`src/rtl/lbps_pkg.sv`:
```
// Shared types, codes and helper functions for the LED bar pattern shifter.
// No dependencies; all other files but lbps_rsp_if and lbps_checker use it.
package lbps_pkg;

   localparam int FUNC_W      = 3;
   localparam int MODE_W      = 3;
   localparam int AMOUNT_W    = 24;
   localparam int PATTERN_W   = 16;
   localparam int INDEX_W     = 8;
   localparam int FSCALE_W    = 23;
   localparam int BIT_IDX_W   = 4;
   localparam int BAR_MODE_W  = 2;
   localparam int QUO_W       = 17;
   localparam int PRODUCT_W   = FSCALE_W + QUO_W;
   localparam int STEP_W      = 5;

   localparam logic [FSCALE_W-1:0] FULL_SCALE_RESET = 23'd25600;

   // command codes
   localparam logic [FUNC_W-1:0] FUNC_LOAD    = 3'd0;
   localparam logic [FUNC_W-1:0] FUNC_DOT     = 3'd1;
   localparam logic [FUNC_W-1:0] FUNC_BAR     = 3'd2;
   localparam logic [FUNC_W-1:0] FUNC_SETBIT  = 3'd3;
   localparam logic [FUNC_W-1:0] FUNC_CLEAR   = 3'd4;
   localparam logic [FUNC_W-1:0] FUNC_REFRESH = 3'd5;

   // dot widths
   localparam logic [MODE_W-1:0] DOT_W1 = 3'd1;
   localparam logic [MODE_W-1:0] DOT_W2 = 3'd2;
   localparam logic [MODE_W-1:0] DOT_W4 = 3'd3;
   localparam logic [MODE_W-1:0] DOT_W8 = 3'd4;

   // bar styles
   localparam logic [BAR_MODE_W-1:0] BAR_PMBIT8 = 2'd0;
   localparam logic [BAR_MODE_W-1:0] BAR_PMLIN8 = 2'd1;
   localparam logic [BAR_MODE_W-1:0] BAR_PBIT16 = 2'd2;
   localparam logic [BAR_MODE_W-1:0] BAR_PLIN16 = 2'd3;

   localparam logic [PATTERN_W-1:0] PM_POS_FULL = 16'h00FF;
   localparam logic [PATTERN_W-1:0] PM_NEG_FULL = 16'hFF00;
   localparam logic [PATTERN_W-1:0] ALL_ON      = 16'hFFFF;

   // LED order on the serial line, first bit first
   localparam logic [BIT_IDX_W-1:0] SHIFT_SEQ [PATTERN_W] = '{
      4'd6, 4'd5, 4'd4, 4'd3, 4'd2, 4'd1, 4'd0, 4'd7,
      4'd14, 4'd13, 4'd12, 4'd11, 4'd10, 4'd9, 4'd8, 4'd15
   };

   typedef enum logic [1:0] {
      CMD_STORE,
      CMD_SETBIT,
      CMD_BAR,
      CMD_REFRESH
   } cmd_kind_type;

   typedef struct packed {
      cmd_kind_type                 kind;
      logic [PATTERN_W-1:0]         pattern;
      logic [BIT_IDX_W-1:0]         bit_idx;
      logic                         bit_on;
      logic [BAR_MODE_W-1:0]        bar_mode;
      logic signed [AMOUNT_W-1:0]   level;
   } cmd_type;

   typedef struct packed {
      logic empty;
      logic full;
   } queue_status_type;

   function automatic logic [7:0] rev8(input logic [7:0] b);
      logic [7:0] r;
      for (int i = 0; i < 8; i++) begin
         r[7-i] = b[i];
      end
      return r;
   endfunction

   // lowest n bits set, saturating at all sixteen
   function automatic logic [PATTERN_W-1:0] ones16(input logic [4:0] n);
      logic [PATTERN_W-1:0] r;
      if (n >= 5'd16) begin
         r = ALL_ON;
      end else begin
         r = (16'h0001 << n[3:0]) - 16'h0001;
      end
      return r;
   endfunction

   function automatic logic [PATTERN_W-1:0] permute_pattern(
      input logic [PATTERN_W-1:0] p
   );
      logic [PATTERN_W-1:0] r;
      for (int k = 0; k < PATTERN_W; k++) begin
         r[k] = p[SHIFT_SEQ[k]];
      end
      return r;
   endfunction

endpackage

```
`src/rtl/lbps_req_if.sv`:
```
// Command channel of the LED bar pattern shifter: valid/ready plus payload.
// Depends on lbps_pkg for field widths.
interface lbps_req_if;
   logic                                valid;
   logic                                ready;
   logic [lbps_pkg::FUNC_W-1:0]         func;
   logic [lbps_pkg::MODE_W-1:0]         mode;
   logic signed [lbps_pkg::AMOUNT_W-1:0] amount;
   logic [lbps_pkg::PATTERN_W-1:0]      new_pattern;
   logic [lbps_pkg::INDEX_W-1:0]        bit_index;
   logic                                bit_on;

   modport source (output valid, func, mode, amount, new_pattern, bit_index, bit_on,
                   input ready);
   modport sink   (input valid, func, mode, amount, new_pattern, bit_index, bit_on,
                   output ready);
endinterface

```
`src/rtl/lbps_rsp_if.sv`:
```
// Serial bit channel of the LED bar pattern shifter: valid/ready plus payload.
// No dependencies.
interface lbps_rsp_if;
   logic valid;
   logic ready;
   logic serial_bit;
   logic latch_after;

   modport source (output valid, serial_bit, latch_after, input ready);
   modport sink   (input valid, serial_bit, latch_after, output ready);
endinterface

```
`src/rtl/lbps_front.sv`:
```
// Front end: accepts commands, drops the invalid ones, and turns the
// rest into queue entries. Depends on lbps_pkg and lbps_req_if.
module lbps_front (
   lbps_req_if.sink                req,
   input  lbps_pkg::queue_status_type q_status,
   output logic                    push_valid,
   output lbps_pkg::cmd_type       push_data
);
   import lbps_pkg::*;

   logic [PATTERN_W-1:0] pos;
   logic [PATTERN_W-1:0] dot_pattern;
   logic                 accept;

   assign req.ready = !q_status.full;
   assign accept    = req.valid && !q_status.full;
   assign pos       = req.amount[PATTERN_W-1:0];

   // a dot wholly past bit 15 darkens everything
   always_comb begin
      unique case (req.mode)
         DOT_W1:  dot_pattern = (pos < 16'd16) ? (16'h0001 << pos[3:0]) : '0;
         DOT_W2:  dot_pattern = (pos < 16'd8) ? (16'h0003 << {pos[2:0], 1'b0}) : '0;
         DOT_W4:  dot_pattern = (pos < 16'd4) ? (16'h000F << {pos[1:0], 2'b00}) : '0;
         DOT_W8:  dot_pattern = (pos < 16'd2) ? (16'h00FF << {pos[0], 3'b000}) : '0;
         default: dot_pattern = pos;
      endcase
   end

   always_comb begin
      push_data.kind     = CMD_STORE;
      push_data.pattern  = req.new_pattern;
      push_data.bit_idx  = req.bit_index[BIT_IDX_W-1:0];
      push_data.bit_on   = req.bit_on;
      push_data.bar_mode = req.mode[BAR_MODE_W-1:0];
      push_data.level    = req.amount;
      push_valid         = 1'b0;
      unique case (req.func)
         FUNC_LOAD: begin
            push_valid = accept;
         end
         FUNC_DOT: begin
            push_data.pattern = dot_pattern;
            push_valid        = accept;
         end
         FUNC_BAR: begin
            push_data.kind = CMD_BAR;
            push_valid     = accept && (req.mode[MODE_W-1:BAR_MODE_W] == '0);
         end
         FUNC_SETBIT: begin
            push_data.kind = CMD_SETBIT;
            push_valid     = accept && (req.bit_index[INDEX_W-1:BIT_IDX_W] == '0);
         end
         FUNC_CLEAR: begin
            push_data.pattern = '0;
            push_valid        = accept;
         end
         FUNC_REFRESH: begin
            push_data.kind = CMD_REFRESH;
            push_valid     = accept;
         end
         default: begin
            push_valid = 1'b0;
         end
      endcase
   end

endmodule

```
`src/rtl/lbps_cmd_queue.sv`:
```
// Short command queue between front and back end, held in flip-flops.
// Depends on lbps_pkg for the entry type.
module lbps_cmd_queue #(
   parameter int DEPTH = 2
) (
   input  logic                       clock,
   input  logic                       reset,
   input  logic                       push_valid,
   input  lbps_pkg::cmd_type          push_data,
   input  logic                       pop,
   output lbps_pkg::cmd_type          head,
   output lbps_pkg::queue_status_type status
);
   import lbps_pkg::*;

   localparam int PTR_W = $clog2(DEPTH);
   localparam int CNT_W = $clog2(DEPTH + 1);
   localparam logic [PTR_W-1:0] LAST_PTR  = PTR_W'(DEPTH - 1);
   localparam logic [CNT_W-1:0] FULL_CNT  = CNT_W'(DEPTH);

   cmd_type           entry_ff [DEPTH];
   logic [PTR_W-1:0]  wr_ptr_ff, wr_ptr_in;
   logic [PTR_W-1:0]  rd_ptr_ff, rd_ptr_in;
   logic [CNT_W-1:0]  count_ff,  count_in;
   logic              do_push, do_pop;

   assign status.empty = (count_ff == '0);
   assign status.full  = (count_ff == FULL_CNT);
   assign head         = entry_ff[rd_ptr_ff];
   assign do_push      = push_valid && !status.full;
   assign do_pop       = pop && !status.empty;

   always_comb begin
      wr_ptr_in = wr_ptr_ff;
      rd_ptr_in = rd_ptr_ff;
      count_in  = count_ff;
      if (do_push) begin
         wr_ptr_in = (wr_ptr_ff == LAST_PTR) ? '0 : wr_ptr_ff + 1'b1;
      end
      if (do_pop) begin
         rd_ptr_in = (rd_ptr_ff == LAST_PTR) ? '0 : rd_ptr_ff + 1'b1;
      end
      if (do_push && !do_pop) begin
         count_in = count_ff + 1'b1;
      end else if (do_pop && !do_push) begin
         count_in = count_ff - 1'b1;
      end
   end

   always_ff @(posedge clock) begin
      if (reset) begin
         wr_ptr_ff <= '0;
         rd_ptr_ff <= '0;
         count_ff  <= '0;
      end else begin
         wr_ptr_ff <= wr_ptr_in;
         rd_ptr_ff <= rd_ptr_in;
         count_ff  <= count_in;
      end
   end

   always_ff @(posedge clock) begin
      if (do_push) begin
         entry_ff[wr_ptr_ff] <= push_data;
      end
   end

endmodule

```
`src/rtl/lbps_back.sv`:
```
// Back end: owns the LED pattern and dirty flag, runs the bar divider and
// the serial sender. Depends on lbps_pkg and lbps_rsp_if.
module lbps_back (
   input  logic                          clock,
   input  logic                          reset,
   input  logic [lbps_pkg::FSCALE_W-1:0] full_scale,
   input  lbps_pkg::queue_status_type    q_status,
   input  lbps_pkg::cmd_type             cmd,
   output logic                          cmd_pop,
   lbps_rsp_if.source                    rsp
);
   import lbps_pkg::*;

   typedef enum logic [4:0] {
      S_IDLE = 5'b00001,
      S_PREP = 5'b00010,
      S_DIV  = 5'b00100,
      S_DONE = 5'b01000,
      S_SEND = 5'b10000
   } state_type;

   localparam logic [STEP_W-1:0] DIV_LAST  = STEP_W'(QUO_W - 1);
   localparam logic [3:0]        SEND_LAST = 4'(PATTERN_W - 1);

   state_type              state_ff, state_in;
   logic [PATTERN_W-1:0]   pattern_ff, pattern_in;
   logic                   dirty_ff, dirty_in;
   logic [FSCALE_W-1:0]    mag_ff, mag_in;
   logic                   neg_ff, neg_in;
   logic [BAR_MODE_W-1:0]  bmode_ff, bmode_in;
   logic [FSCALE_W-1:0]    rem_ff, rem_in;
   logic [QUO_W-1:0]       quo_ff, quo_in;
   logic [STEP_W-1:0]      step_ff, step_in;
   logic [PATTERN_W-1:0]   perm_ff, perm_in;
   logic                   rsp_valid_ff, rsp_valid_in;
   logic                   rsp_bit_ff, rsp_bit_in;
   logic                   rsp_latch_ff, rsp_latch_in;

   logic [FSCALE_W-1:0]        fs_eff;
   logic signed [FSCALE_W+1:0] fs_s, lvl_s, lvl_abs;
   logic [PRODUCT_W-1:0]       mag_wide, product;
   logic [FSCALE_W:0]          trial, trial_sub;
   logic                       trial_ge;
   logic [PATTERN_W-1:0]       lin_mask;

   assign fs_eff  = (full_scale == '0) ? FSCALE_W'(1) : full_scale;
   assign fs_s    = signed'({2'b00, fs_eff});
   assign lvl_s   = (FSCALE_W+2)'(cmd.level);
   assign lvl_abs = (lvl_s < 0) ? -lvl_s : lvl_s;

   assign mag_wide = PRODUCT_W'(mag_ff);
   always_comb begin
      unique case (bmode_ff)
         BAR_PMBIT8: product = (mag_wide << 8) - mag_wide;
         BAR_PMLIN8: product = mag_wide << 3;
         BAR_PBIT16: product = (mag_wide << 16) - mag_wide;
         default:    product = mag_wide << 4;
      endcase
   end

   // one restoring step: remainder stays below full_scale
   assign trial     = {rem_ff, quo_ff[QUO_W-1]};
   assign trial_ge  = (trial >= {1'b0, fs_eff});
   assign trial_sub = trial - {1'b0, fs_eff};
   assign lin_mask  = ones16(quo_ff[4:0]);

   assign rsp.valid       = rsp_valid_ff;
   assign rsp.serial_bit  = rsp_bit_ff;
   assign rsp.latch_after = rsp_latch_ff;

   always_comb begin
      state_in     = state_ff;
      pattern_in   = pattern_ff;
      dirty_in     = dirty_ff;
      mag_in       = mag_ff;
      neg_in       = neg_ff;
      bmode_in     = bmode_ff;
      rem_in       = rem_ff;
      quo_in       = quo_ff;
      step_in      = step_ff;
      perm_in      = perm_ff;
      rsp_valid_in = rsp_valid_ff && !rsp.ready;
      rsp_bit_in   = rsp_bit_ff;
      rsp_latch_in = rsp_latch_ff;
      cmd_pop      = 1'b0;

      unique case (state_ff)
         S_IDLE: begin
            if (!q_status.empty) begin
               cmd_pop = 1'b1;
               unique case (cmd.kind)
                  CMD_STORE: begin
                     pattern_in = cmd.pattern;
                     dirty_in   = 1'b1;
                  end
                  CMD_SETBIT: begin
                     pattern_in[cmd.bit_idx] = cmd.bit_on;
                     dirty_in                = 1'b1;
                  end
                  CMD_BAR: begin
                     mag_in   = lvl_abs[FSCALE_W-1:0];
                     neg_in   = (lvl_s < 0);
                     bmode_in = cmd.bar_mode;
                     if (cmd.bar_mode == BAR_PMBIT8 || cmd.bar_mode == BAR_PMLIN8) begin
                        if (lvl_s >= fs_s) begin
                           pattern_in = PM_POS_FULL;
                           dirty_in   = 1'b1;
                        end else if (lvl_s <= -fs_s) begin
                           pattern_in = PM_NEG_FULL;
                           dirty_in   = 1'b1;
                        end else begin
                           state_in = S_PREP;
                        end
                     end else begin
                        if (lvl_s <= 0) begin
                           pattern_in = '0;
                           dirty_in   = 1'b1;
                        end else if (lvl_s > fs_s) begin
                           pattern_in = ALL_ON;
                           dirty_in   = 1'b1;
                        end else begin
                           state_in = S_PREP;
                        end
                     end
                  end
                  CMD_REFRESH: begin
                     if (dirty_ff) begin
                        perm_in  = permute_pattern(pattern_ff);
                        dirty_in = 1'b0;
                        step_in  = '0;
                        state_in = S_SEND;
                     end
                  end
                  default: begin
                     cmd_pop = 1'b1;
                  end
               endcase
            end
         end
         S_PREP: begin
            rem_in   = product[PRODUCT_W-1:QUO_W];
            quo_in   = product[QUO_W-1:0];
            step_in  = '0;
            state_in = S_DIV;
         end
         S_DIV: begin
            rem_in  = trial_ge ? trial_sub[FSCALE_W-1:0] : trial[FSCALE_W-1:0];
            quo_in  = {quo_ff[QUO_W-2:0], trial_ge};
            step_in = step_ff + 1'b1;
            if (step_ff == DIV_LAST) begin
               state_in = S_DONE;
            end
         end
         S_DONE: begin
            dirty_in = 1'b1;
            state_in = S_IDLE;
            unique case (bmode_ff)
               BAR_PMBIT8: pattern_in = neg_ff ? {quo_ff[7:0], 8'h00}
                                               : {8'h00, rev8(quo_ff[7:0])};
               BAR_PMLIN8: pattern_in = neg_ff ? {lin_mask[7:0], 8'h00}
                                               : {8'h00, rev8(lin_mask[7:0])};
               BAR_PBIT16: pattern_in = quo_ff[PATTERN_W-1:0];
               default:    pattern_in = lin_mask;
            endcase
         end
         S_SEND: begin
            // advance only when the output register is free
            if (!rsp_valid_ff || rsp.ready) begin
               rsp_valid_in = 1'b1;
               rsp_bit_in   = perm_ff[0];
               rsp_latch_in = (step_ff[3:0] == SEND_LAST);
               perm_in      = perm_ff >> 1;
               step_in      = step_ff + 1'b1;
               if (step_ff[3:0] == SEND_LAST) begin
                  state_in = S_IDLE;
               end
            end
         end
         default: begin
            state_in = S_IDLE;
         end
      endcase
   end

   always_ff @(posedge clock) begin
      if (reset) begin
         state_ff     <= S_IDLE;
         pattern_ff   <= '0;
         dirty_ff     <= 1'b0;
         rsp_valid_ff <= 1'b0;
      end else begin
         state_ff     <= state_in;
         pattern_ff   <= pattern_in;
         dirty_ff     <= dirty_in;
         rsp_valid_ff <= rsp_valid_in;
      end
   end

   always_ff @(posedge clock) begin
      mag_ff       <= mag_in;
      neg_ff       <= neg_in;
      bmode_ff     <= bmode_in;
      rem_ff       <= rem_in;
      quo_ff       <= quo_in;
      step_ff      <= step_in;
      perm_ff      <= perm_in;
      rsp_bit_ff   <= rsp_bit_in;
      rsp_latch_ff <= rsp_latch_in;
   end

endmodule

```
`src/rtl/led_bar_pattern_shifter_core.sv`:
```
// Top level of the LED bar pattern shifter: full_scale register, front end,
// command queue and back end. Depends on lbps_pkg, the channel interfaces,
// lbps_front, lbps_cmd_queue and lbps_back.
//
//   channel   direction  handshake            payload
//   req_if    in         valid/ready          func, mode, amount, new_pattern,
//                                             bit_index, bit_on
//   rsp_if    out        valid/ready          serial_bit, latch_after
//   csr       in         csr_wr_en            csr_wr_data (full_scale)
//
// Load, dot, set-bit and clear update the pattern one cycle after acceptance
// when the back end is idle. An in-range level bar runs in the back end through
// one compare, one product, 17 restoring divider steps against full_scale and one
// step to form the bar. A dirty refresh holds the back end while it loads the
// permuted pattern and sends its 16 serial bits, stretched by every cycle rsp_if.ready is low.
// The queue keeps taking commands while the back end works; req_if.ready
// falls only when it is full. Synchronous reset clears the pattern, the dirty
// flag, the queue and the output, and sets full_scale to 100.0.
module led_bar_pattern_shifter_core #(
   parameter int QUEUE_DEPTH = 2
) (
   input  logic                          clock,
   input  logic                          reset,
   lbps_req_if.sink                      req_if,
   lbps_rsp_if.source                    rsp_if,
   input  logic                          csr_wr_en,
   input  logic [lbps_pkg::FSCALE_W-1:0] csr_wr_data
);
   import lbps_pkg::*;

   logic [FSCALE_W-1:0] full_scale_ff;
   queue_status_type    q_status;
   logic                push_valid;
   cmd_type             push_data;
   cmd_type             head;
   logic                cmd_pop;

   always_ff @(posedge clock) begin
      if (reset) begin
         full_scale_ff <= FULL_SCALE_RESET;
      end else if (csr_wr_en) begin
         full_scale_ff <= csr_wr_data;
      end
   end

   lbps_front u_front (
      .req        (req_if),
      .q_status   (q_status),
      .push_valid (push_valid),
      .push_data  (push_data)
   );

   lbps_cmd_queue #(
      .DEPTH (QUEUE_DEPTH)
   ) u_queue (
      .clock      (clock),
      .reset      (reset),
      .push_valid (push_valid),
      .push_data  (push_data),
      .pop        (cmd_pop),
      .head       (head),
      .status     (q_status)
   );

   lbps_back u_back (
      .clock      (clock),
      .reset      (reset),
      .full_scale (full_scale_ff),
      .q_status   (q_status),
      .cmd        (head),
      .cmd_pop    (cmd_pop),
      .rsp        (rsp_if)
   );

endmodule

```
`src/flat_wrapper.sv`:
```
// flat-port wrapper written by rule: the top's interface ports become plain ports
module led_bar_pattern_shifter_core_flat import lbps_pkg::*;
#(
   parameter int QUEUE_DEPTH = 2
)
  (clock, reset, csr_wr_en, csr_wr_data, req_if_valid, req_if_func, req_if_mode, req_if_amount, req_if_new_pattern, req_if_bit_index, req_if_bit_on, req_if_ready, rsp_if_valid, rsp_if_serial_bit, rsp_if_latch_after, rsp_if_ready);
  lbps_req_if req_if_i ();
  lbps_rsp_if rsp_if_i ();
  input  logic clock;
  input  logic reset;
  input  logic csr_wr_en;
  input  logic [lbps_pkg::FSCALE_W-1:0] csr_wr_data;
  input wire logic [$bits(req_if_i.valid)-1:0] req_if_valid;
  input wire logic [$bits(req_if_i.func)-1:0] req_if_func;
  input wire logic [$bits(req_if_i.mode)-1:0] req_if_mode;
  input wire logic [$bits(req_if_i.amount)-1:0] req_if_amount;
  input wire logic [$bits(req_if_i.new_pattern)-1:0] req_if_new_pattern;
  input wire logic [$bits(req_if_i.bit_index)-1:0] req_if_bit_index;
  input wire logic [$bits(req_if_i.bit_on)-1:0] req_if_bit_on;
  output wire logic [$bits(req_if_i.ready)-1:0] req_if_ready;
  output wire logic [$bits(rsp_if_i.valid)-1:0] rsp_if_valid;
  output wire logic [$bits(rsp_if_i.serial_bit)-1:0] rsp_if_serial_bit;
  output wire logic [$bits(rsp_if_i.latch_after)-1:0] rsp_if_latch_after;
  input wire logic [$bits(rsp_if_i.ready)-1:0] rsp_if_ready;
  assign req_if_i.valid = req_if_valid;
  assign req_if_i.func = req_if_func;
  assign req_if_i.mode = req_if_mode;
  assign req_if_i.amount = req_if_amount;
  assign req_if_i.new_pattern = req_if_new_pattern;
  assign req_if_i.bit_index = req_if_bit_index;
  assign req_if_i.bit_on = req_if_bit_on;
  assign req_if_ready = req_if_i.ready;
  assign rsp_if_valid = rsp_if_i.valid;
  assign rsp_if_serial_bit = rsp_if_i.serial_bit;
  assign rsp_if_latch_after = rsp_if_i.latch_after;
  assign rsp_if_i.ready = rsp_if_ready;
  led_bar_pattern_shifter_core #(.QUEUE_DEPTH(QUEUE_DEPTH)) u_core (.clock(clock), .reset(reset), .req_if(req_if_i), .rsp_if(rsp_if_i), .csr_wr_en(csr_wr_en), .csr_wr_data(csr_wr_data));
endmodule
```
`config.mk`:
```
export PLATFORM = sky130hd
export DESIGN_NAME = led_bar_pattern_shifter_core_flat
export DESIGN_NICKNAME = d
export VERILOG_FILES = /design/src/rtl/lbps_pkg.sv /design/src/rtl/lbps_req_if.sv /design/src/rtl/lbps_rsp_if.sv /design/src/rtl/lbps_front.sv /design/src/rtl/lbps_cmd_queue.sv /design/src/rtl/lbps_back.sv /design/src/rtl/led_bar_pattern_shifter_core.sv /design/src/flat_wrapper.sv
export SDC_FILE = /design/constraint.sdc
export NUM_CORES = 1
export LEC_CHECK = 0
export ABC_AREA = 1
export BUFFER_PORTS_ARGS = -buffer_cell sky130_fd_sc_hd__buf_2
export CAP_MARGIN = 20
export CORE_MARGIN = 1
export CORE_UTILIZATION = 57
export CTS_CLUSTER_DIAMETER = 120
export DETAILED_ROUTE_END_ITERATION = 7
export GPL_TIMING_DRIVEN = 0
export HOLD_SLACK_MARGIN = 0.08
export PLACE_DENSITY_LB_ADDON = 0.05
export SKIP_LAST_GASP = 1
export SYNTH_ARGS = -nofsm -noshare
export SYNTH_HDL_FRONTEND = slang
export SYNTH_SLANG_ARGS = --single-unit
```
`constraint.sdc`:
```
create_clock -name clock -period 4.65 [get_ports clock]
set_clock_uncertainty 0.15 [all_clocks]
set_input_delay 1.395 -clock clock [delete_from_list [all_inputs] [get_ports clock]]
set_output_delay 1.395 -clock clock [all_outputs]
set_load 0.05 [all_outputs]
```
== Word-level counts from Yosys, hierarchy flattened ==
Memory sizes are Yosys's and may differ from the RTL's. A register that Yosys moved wholly into a read port is not among the register bits.
Cells that the tools add are included.
Word-level totals
  register bits: 139
  latch bits: 0
  bits in writable memories: 98
  ROM bits: 0
  bits of input ports: 83
  output and inout port bits: 4
  memories kept: 1
Cells by class
  add/sub/neg operators: 11
  multipliers: 0
  div/mod/pow operators: 0
  $lt $le $gt $ge: 13
  equal/unequal tests: 38
  shift operators: 5
  mux-type cells: 71
  bitwise operators: 2
  reduce and logical (&&, ||, !) cells: 38
Memory list
  u_core.u_queue.entry_ff: words 2, width 49, read ports 1, clocked after memory_dff 1, write ports 1, line lbps_cmd_queue.sv:21  | cmd_type entry_ff [DEPTH];
Operators by type and width (count)
  two-way mux 16 bit: 17
  case mux 40 bit (3 select lines): 1
  case mux 16 bit (2 select lines): 3
  case mux 16 bit (3 select lines): 2
  two-way mux 5 bit: 14
  two-way mux 23 bit: 3
  case mux 16 bit (4 select lines): 1
  case mux 23 bit (2 select lines): 1
  case mux 5 bit (4 select lines): 2
  subtractor 39 x 23 -> 40 bit: 1
  case mux 17 bit (2 select lines): 1
  << shifter 1 x 4 -> 16 bit, first input constant: 2
  subtractor 31 x 23 -> 32 bit: 1
  less-or-equal comparator 24 x 25 -> 1 bit: 1
  negator 23 -> 25 bit: 1
  greater-or-equal comparator 24 x 23 -> 1 bit: 1
  greater-or-equal comparator 24 bit: 1
  > comparator 24 bit: 1
  less-or-equal comparator 24 x 1 -> 1 bit, second input constant: 1
  less-than comparator 24 x 1 -> 1 bit, second input constant: 1
  zero test 23 bit: 1
  negator 23 bit: 1
  subtractor 23 bit: 1
  two-way mux 1 bit: 17
  other kinds (56): 102

== Depth between registers and ports, before layout ==
Gate-level depths: netlist of run 1.
  word-level depth: 10
  depth in mapped cells: 34
  mapped depth without buffers: 34

== Hierarchy ==
Synthesis of run 1 repeated with hierarchy kept, for this count alone.
Second synthesis, totals
  cell total of the unflattened synthesis: 2481
  area, all modules: 18382.6 um^2
By module, submodules not included
  lbps_back: instances 1, cells an instance 1900, area an instance 12406.9 um^2
  lbps_cmd_queue: instances 1, cells an instance 189, area an instance 3827.4 um^2
  lbps_front: instances 1, cells an instance 251, area an instance 1204.9 um^2
  led_bar_pattern_shifter_core: instances 1, cells an instance 141, area an instance 943.4 um^2

== Worst setup path after synthesis of run 1 ==
No wires, ideal clock.
  kind: in2reg
  start: in req_if_bit_index[5]
  end: mem u_core.u_queue.entry_ff[1][0] in the netlist's numbering, enable pin
  setup time: 0.457 ns
  arrival: 4.227 ns
  required time: 4.043 ns
  path slack: -0.184 ns
  stages on the path: 4
  cells stage by stage: or4_1 -> o21ai_0 -> nand2_1 -> nor2_1
On the way
  longest elaborated chain between the ends: 6
RTL lines
  from (decl): line flat_wrapper.sv:18  | input wire logic [$bits(req_if_i.bit_index)-1:0] req_if_bit_index;
  zero test 4 bit: line lbps_front.sv:52  | push_valid = accept && (req.bit_index[INDEX_W-1:BIT_IDX_W] == '0);
  logical AND 1 bit: line lbps_front.sv:52
  case mux 1 bit (3 select lines): line lbps_front.sv:38  | unique case (req.func)
  logical AND 1 bit: line lbps_cmd_queue.sv:30  | assign do_push = push_valid && !status.full;
  two-way mux 1 bit: line lbps_cmd_queue.sv:63  | if (do_push) begin
  two-way mux 1 bit (implied by the code): line lbps_cmd_queue.sv:64  | entry_ff[wr_ptr_ff] <= push_data;
  to (decl): line lbps_cmd_queue.sv:21
No other way between the ends.

== Final worst setup path of run 1 ==
  start: reg u_core.full_scale_ff[8]
  end: reg u_core.u_back.pattern_ff[0]
On the way
  longest elaborated chain between the ends: 8
  elaborated cells between the ends (all ways): 14
  classes of those cells: 1 x add/sub; 3 x order compare; 2 x eq/ne; 6 x mux; 2 x reduce/logical
RTL lines
  from (decl): line led_bar_pattern_shifter_core.sv:31  | logic [FSCALE_W-1:0] full_scale_ff;
  from (signal assigned): line led_bar_pattern_shifter_core.sv:42  | full_scale_ff <= csr_wr_data;
  zero test 23 bit: line lbps_back.sv:46  | assign fs_eff = (full_scale == '0) ? FSCALE_W'(1) : full_scale;
  two-way mux 23 bit *: line lbps_back.sv:46
  branches (longest 6 deep; another with negator 23 -> 25 bit)
  to (signal assigned): line lbps_back.sv:193  | pattern_ff <= pattern_in;
  to (decl): line lbps_back.sv:26  | logic [PATTERN_W-1:0] pattern_ff, pattern_in;
Mark *: on every way between the ends. The select of a mux whose other input is x is not followed.
A chain may end at the register's enable or synchronous reset.

==> out/metrics.yaml, run 1 <==
synth_area_sq_mm: 0.0178
worstSetupPathType: "reg2reg"
finalCritPeriodShare: 0.967
slowest_stage: "dfxtp_2"
slowest_delay_ns: 0.38
core-area_sq_mm: 0.0307
fin_tns_setup_ns: 0
end_kind: "flip-flop"
ys_ff_latch: 238
critPathArrivalTime_ns: 4.82
cp-startpoint: "u_core.full_scale_ff[8]"
synth_top_family_by_area: "simple AND/OR/NAND/NOR gates"
reg2reg_to: "u_core.u_back.pattern_ff[0]"
grt_pass1_wl_mm: 88.1
startpoint_type: "flip-flop"
grt_max_degree: 39
fmaxAchievable_mhz: 222
drc: 0
crit_top_cell: "nand2_1"
final_core_util: 0.651
synth-main-ff-cell: "edfxtp_1"
synth_top_area_share: 0.316
yosysWarnings: 0
leakage_nw: 8.80
ff2ff_path_depth: 31
synthSimpleGateAreaFrac: 0.280
wire_per_inst_microns: 19.2
place_area_sq_mm: 0.0188
cts_inserted_buffers: 26
final_area_sq_mm: 0.0200
dr.pass1.iters: 6
start_util: 0.580
dr.first_iter.drc_count: 1897
placed_cells: 2952
endpoint: "u_core.u_back.pattern_ff[0]"
final_cells: 3023
totalWireLength_mm: 58.2
crit_required_ns: 4.97
die_area_sq_mm: 0.0319
maxCapViolCount: 0
area_growth_pct: 12.3
p_per_area_mw_per_mm2: 478
yosysUniqueCellTypes: 59
synth-compound-area-share: 0.161
hold_path_depth: 0
place.detailed.hpwl_mm: 45.6
total_power_w: 0.00954
insertion_delay_ns: 0.54
dieWidth_microns: 179
min_path_type: "reg2reg"
ant_nets: 0
antenna_found_initial: 1
synth_top_area_cell: "edfxtp_1"
first_global_vias: 16300
fin_nets: 2792
synthXorXnorAreaFrac: 0.0305
synthCells: 2466
cts_root_buffer: "clkbuf_16"
port_buffers: 85
synthTopCellsByArea: "edfxtp_1, nand2_1, ha_1"
hold_viol: 0
num_vias: 18000
cp_max_fo: 5
synthAdderAreaFrac: 0.0729
clockBufferDepth: 3
grt_overflow_total: 0
ys_seq_area_frac: 0.373
ios: 87
row_count: 64
synth_edf_count: 187
rrSetupSlack_ns: 0.15
async_flop_share: 0
clk_pin_slew_worst_paths_ns: 0.06
drv_slew: 0
clock-sinks: 238
outcome: "complete, no violations"
synth_nets: 2652
grt_usage: 0.362
setup_viol: 0
die_h_microns: 179
rsz0062_at_grt: "true"
worstReg2RegStart: "u_core.full_scale_ff[8]"
final.min_clock_period_ns: 4.50
multi_input_area_sq_mm: 0.00982
ir_drop_v: 0.000444
globalplace.congestion: 1.06
layout-drive-gt1-share: 0.105
htree_levels: 1
fillers: 2743
synthMuxAreaShare: 0.000563
cts_tree: "done"
vias_per_cell: 5.94
max_slew_margin: 0.347
seqCellArea_sq_mm: 0.00667
syn-mean-instance-area_sq_um: 7.21
tightest_slew_ns: 0.979
-- synthesized netlist by cell type (all sizes together), types with 2 or more instances --
cell,n
nand2,621
nor2,306
inv,295
o21ai,216
edfxtp,187
a21oi,183
nand3,147
ha,102
dfxtp,51
clkbuf,46
xor2,44
o211ai,39
nor3,38
nand4,34
buf,23
xnor2,18
o221ai,14
or2,13
o22ai,12
a31oi,11
nor4,11
a21o,8
clkinv,8
a22oi,6
nand3b,6
o21bai,4
o31ai,4
o2111ai,3
a211oi,2
a32oi,2
-- layout make-up --
class | count | share of cell area
Antenna cell | 1 | 0.000125
Tap cell | 396 | 0.0248
Multi-Input combinational cell | 1856 | 0.492
Sequential cell | 238 | 0.334
Clock buffer | 33 | 0.0339
Timing Repair Buffer | 112 | 0.0356
Buffer | 69 | 0.0162
Inverter | 303 | 0.0575
Clock inverter | 15 | 0.00570
-- power breakdown --
group,internal (W),switching [W],total [W]
sequential,0.00272,0.000236,0.00296
clock,0.00109,0.000827,0.00191
combinational,0.00151,0.00316,0.00467
-- flip-flops by register name (all words and copies together) (netlist names), 2 cells and up, named ones only --
signal	cells
u_core.u_back.quo_ff	17
u_core.u_back.step_ff	5
u_core.u_back.pattern_ff	16
u_core.u_queue.count_ff	2
u_core.u_back.perm_ff	16
u_core.u_back.state_ff	5
u_core.u_back.mag_ff	23
u_core.u_back.bmode_ff	2
u_core.full_scale_ff	23
u_core.u_queue.entry_ff	98
u_core.u_back.rem_ff	23
-- critical path, delay by kind of cell, from the launching register on --
kind	cells	cell delay, ns
xor+xnor	1	0.16
compound gates	3	0.46
flops	1	0.38
simple gates	22	2.45
buf+inv	3	0.33
fa+ha+maj	2	0.47
-- worst min path at each step --
stage                     slack (ns)                      endpoint                     start
after global placement          0.26  u_core.u_back.rsp.serial_bit  u_core.u_back.perm_ff[0]
after CTS                       0.28  u_core.u_back.rsp.serial_bit  u_core.u_back.perm_ff[0]
after floorplan                 0.25  u_core.u_back.rsp.serial_bit  u_core.u_back.perm_ff[0]
final                           0.28  u_core.u_back.rsp.serial_bit  u_core.u_back.perm_ff[0]
after detailed placement        0.27  u_core.u_back.rsp.serial_bit  u_core.u_back.perm_ff[0]
after global routing            0.29  u_core.u_back.rsp.serial_bit  u_core.u_back.perm_ff[0]
-- through the flow --
stage | worst slack, ns | hold slack (ns)
2_1_floorplan | 0.468 | 0.250
3_3_place_gp | -0.602 | 0.256
3_5_place_dp | -0.641 | 0.269
4_1_cts | 0.000584 | 0.283
5_1_grt | -0.0745 | 0.291
6_report | 0.153 | 0.281
-- layer usage --
layer,part of all wire,vias to the layer above,track usage
met5,0,-,0
li1,-,8614,-
met2,0.44,938,0.570
met3,0.091,176,0.0503
met4,0.049,0,0.167
met1,0.42,8240,0.492
-- kinds of logic after synthesis --
| family | Yosys count |
|---|---|
| AO/OA/AOI/OAI | 511 |
| XOR/XNOR | 62 |
| adder cells (fa/ha/maj) | 103 |
| buffers and inverters | 372 |
| flip-flops | 238 |
| multiplexers | 1 |
| other | 1 |
| AND/OR/NAND/NOR | 1178 |
-- cell usage in the layout (no fill, tap or decap), types with 5 or more instances in the layout --
cell | netlist | routed
xor2_1 | 44 | 43
o22ai_1 | 12 | 12
nand3_1 | 145 | 141
o221ai_1 | 14 | 14
buf_4 | 2 | 21
buf_2 | 9 | 94
edfxtp_1 | 187 | 187
xnor2_1 | 18 | 18
o21ai_2 | 4 | 5
nand3b_1 | 6 | 6
clkbuf_1 | 46 | 53
clkinv_1 | 8 | 11
dfxtp_1 | 51 | 36
nand2_1 | 599 | 592
inv_2 | 8 | 13
nor2_2 | 12 | 15
a22oi_1 | 6 | 6
o211ai_1 | 39 | 39
buf_1 | 6 | 6
nor2_1 | 294 | 287
a21o_1 | 8 | 8
o21ai_1 | 8 | 8
clkbuf_16 | 0 | 27
inv_1 | 286 | 278
a31oi_1 | 11 | 11
nor3_1 | 37 | 37
a21oi_1 | 183 | 182
ha_1 | 102 | 101
nor4_1 | 9 | 7
buf_6 | 6 | 8
clkinv_2 | 0 | 8
nand4_1 | 33 | 33
o21ai_0 | 204 | 203
dfxtp_2 | 0 | 11
or2_2 | 8 | 7
nand2_2 | 22 | 27
-- timing repair --
action,4_1_cts,5_1_grt
gates cloned,0,2
buffers inserted,5,15
setup endpoints to repair,21,21
hold buffers,0,0
resized for setup,29,32
pin swaps,9,23
(Power assumes the default switching activity.)
==> run 2, diff against run 1 <==
CORE_ASPECT_RATIO = 1.4   (was not set)
CORE_UTILIZATION = 45   (was 57)
MAX_ROUTING_LAYER = met4   (was not set)
==> out/metrics.yaml, run 2 (synthesis gave the netlist of run 1 again) <==
end_kind: "flip-flop"  # unchanged
clk_pin_slew_worst_paths_ns: 0.06  # about the same
globalplace.congestion: 1.04  # was 1.06
slowest_delay_ns: 0.36  # was 0.38 ns
first_global_vias: 16600  # was 16300
seqPwrFrac: 0.307  # was 0.310
ios: 87  # unchanged
clock-sinks: 238  # unchanged
crit_required_ns: 4.95  # was 4.97 ns
drv_slew: 0  # unchanged
cp_top_family: "simple AND/OR/NAND/NOR gates"  # unchanged
num_vias: 17400  # was 18000
largest_reg_flops: 98  # unchanged
use_met3: 0.0218  # was 0.0503
port_buffers: 85  # unchanged
grt_pass1_wl_mm: 92.7  # was 88.1 mm
cp_max_fo: 6  # was 5
setup_viol: 0  # unchanged
wire_per_inst_microns: 19.3  # was 19.2 microns
dieWidth_microns: 170  # was 179 microns
maxCapViolCount: 0  # unchanged
internal_power_w: 0.00531  # was 0.00532 W
total_power_w: 0.00956  # was 0.00954 W
antenna_found_initial: 0  # was 1
row_count: 85  # was 64
final.min_clock_period_ns: 4.41  # was 4.50 ns
insertion_delay_ns: 0.56  # was 0.54 ns
diodes: 0  # was 1
min_path_type: "reg2reg"  # unchanged
finalCritPeriodShare: 0.948  # was 0.967
p_per_area_mw_per_mm2: 475  # was 478 mW/mm^2
cts_tree: "done"  # unchanged
ant_nets: 0  # unchanged
met1_usage: 0.350  # was 0.492
mostFrequentLayoutCells: "nand2_1, nor2_1, inv_1"  # unchanged
cp-startpoint: "u_core.full_scale_ff[21]"  # was u_core.full_scale_ff[8]
tightest_slew_ns: 0.887  # was 0.979 ns
outcome: "complete, no violations"  # unchanged
max_slew_margin: 0.409  # was 0.347
power_frac_clock: 0.207  # was 0.201
clockBufferDepth: 3  # unchanged
core-area_sq_mm: 0.0387  # was 0.0307 sq mm
leakage_nw: 8.80  # about the same
layout-drive-gt1-share: 0.108  # was 0.105
die_area_sq_mm: 0.0403  # was 0.0319 sq mm
cts_inserted_buffers: 26  # unchanged
fin_nets: 2796  # was 2792
grt_usage: 0.310  # was 0.362
area_growth_pct: 13.3  # was 12.3%
slowest_stage: "dfxtp_2"  # unchanged
worstSetupPathType: "reg2reg"  # unchanged
p_sw_w: 0.00425  # was 0.00422 W
layout_commonest_cell: "nand2_1"  # unchanged
final_cells: 3152  # was 3023
timing.hold.ws_ns: 0.277  # was 0.281 ns
grt_busiest_layer: "met2"  # unchanged
startpoint_type: "flip-flop"  # unchanged
vias_per_cell: 5.53  # was 5.94
path_buf_inv: 3  # unchanged
fillers: 3997  # was 2743
p_comb_frac: 0.486  # was 0.489
htree_levels: 1  # unchanged
swShare: 0.444  # was 0.442
placed_cells: 3078  # was 2952
use_met2: 0.541  # was 0.570
rsz0062_at_grt: "true"  # unchanged
crit_top_cell: "nor2_1"  # was nand2_1
grt_overflow_total: 0  # unchanged
ir_drop_v: 0.000336  # was 0.000444 V
cts_root_buffer: "clkbuf_16"  # unchanged
critPathArrivalTime_ns: 4.71  # was 4.82 ns
die_h_microns: 237  # was 179 microns
totalWireLength_mm: 60.8  # was 58.2 mm
regMostFlops: "u_core.u_queue.entry_ff"  # unchanged
fmaxAchievable_mhz: 227  # was 222 MHz
hold_viol: 0  # unchanged
place.detailed.hpwl_mm: 48.1  # was 45.6 mm
hold_path.startpoint: "u_core.u_back.perm_ff[0]"  # unchanged
dr.pass1.iters: 7  # was 6
dr.first_iter.drc_count: 1241  # was 1897
worstReg2RegStart: "u_core.full_scale_ff[21]"  # was u_core.full_scale_ff[8]
drc: 0  # unchanged
start_util: 0.459  # was 0.580
grt_max_degree: 34  # was 39
## run 2: worst paths after layout
kind / endpoint / slack (ns) / cells after the start
max: u_core.u_back.pattern_ff[2] / 0.24 / 30
min: u_core.u_back.rsp.serial_bit / 0.28 / 0
max reg2reg: u_core.u_back.pattern_ff[2] / 0.24 / 30
min reg2reg: u_core.u_back.rsp.serial_bit / 0.28 / 0
## run 2: layout make-up
class                           count  area (sq um)  area share
Timing Repair Buffer              116           719      0.0357
Tap cell                          522           653      0.0324
Clock inverter                     13          90.1     0.00447
Inverter                          303          1160      0.0575
Clock buffer                       35           706      0.0350
Multi-Input combinational cell   1856          9820       0.488
Buffer                             69           323      0.0160
Sequential cell                   238          6670       0.331
## run 2: per-layer routing
layer	share of wire	wire length (microns)
met5	0	0
met2	0.50	30600
met3	0.041	2460
met1	0.39	24000
met4	0.061	3700
## run 2: power groups by stage
stage / Clock [W] / Sequential (W) / Combinational (W)
2_1_floorplan: 0 / 0.00289 / 0.00313
3_3_place_gp: 0 / 0.00297 / 0.00437
3_5_place_dp: 0 / 0.00297 / 0.00444
4_1_cts: 0.00202 / 0.00293 / 0.00456
5_1_grt: 0.00209 / 0.00296 / 0.00515
6_report: 0.00197 / 0.00294 / 0.00465
## run 2: timing repair
action                                  CTS  global route
hold buffers                              0             0
pin swaps                                10            23
endpoints found under the setup margin   21            21
setup buffers                             5            21
gates resized for setup                  31            39
## run 2: through the flow
step	setup WS [ns]	util	cell area (sq um)	setup TNS (ns)
after global routing	-0.0366	0.520	20100	-0.0659
after global placement	-0.594	0.487	18900	-38.98
after CTS	-0.00187	0.513	19900	-0.00187
final	0.241	0.520	20100	0
after floorplan	0.468	-	17800	0
after detailed placement	-0.651	0.490	19000	-9.51
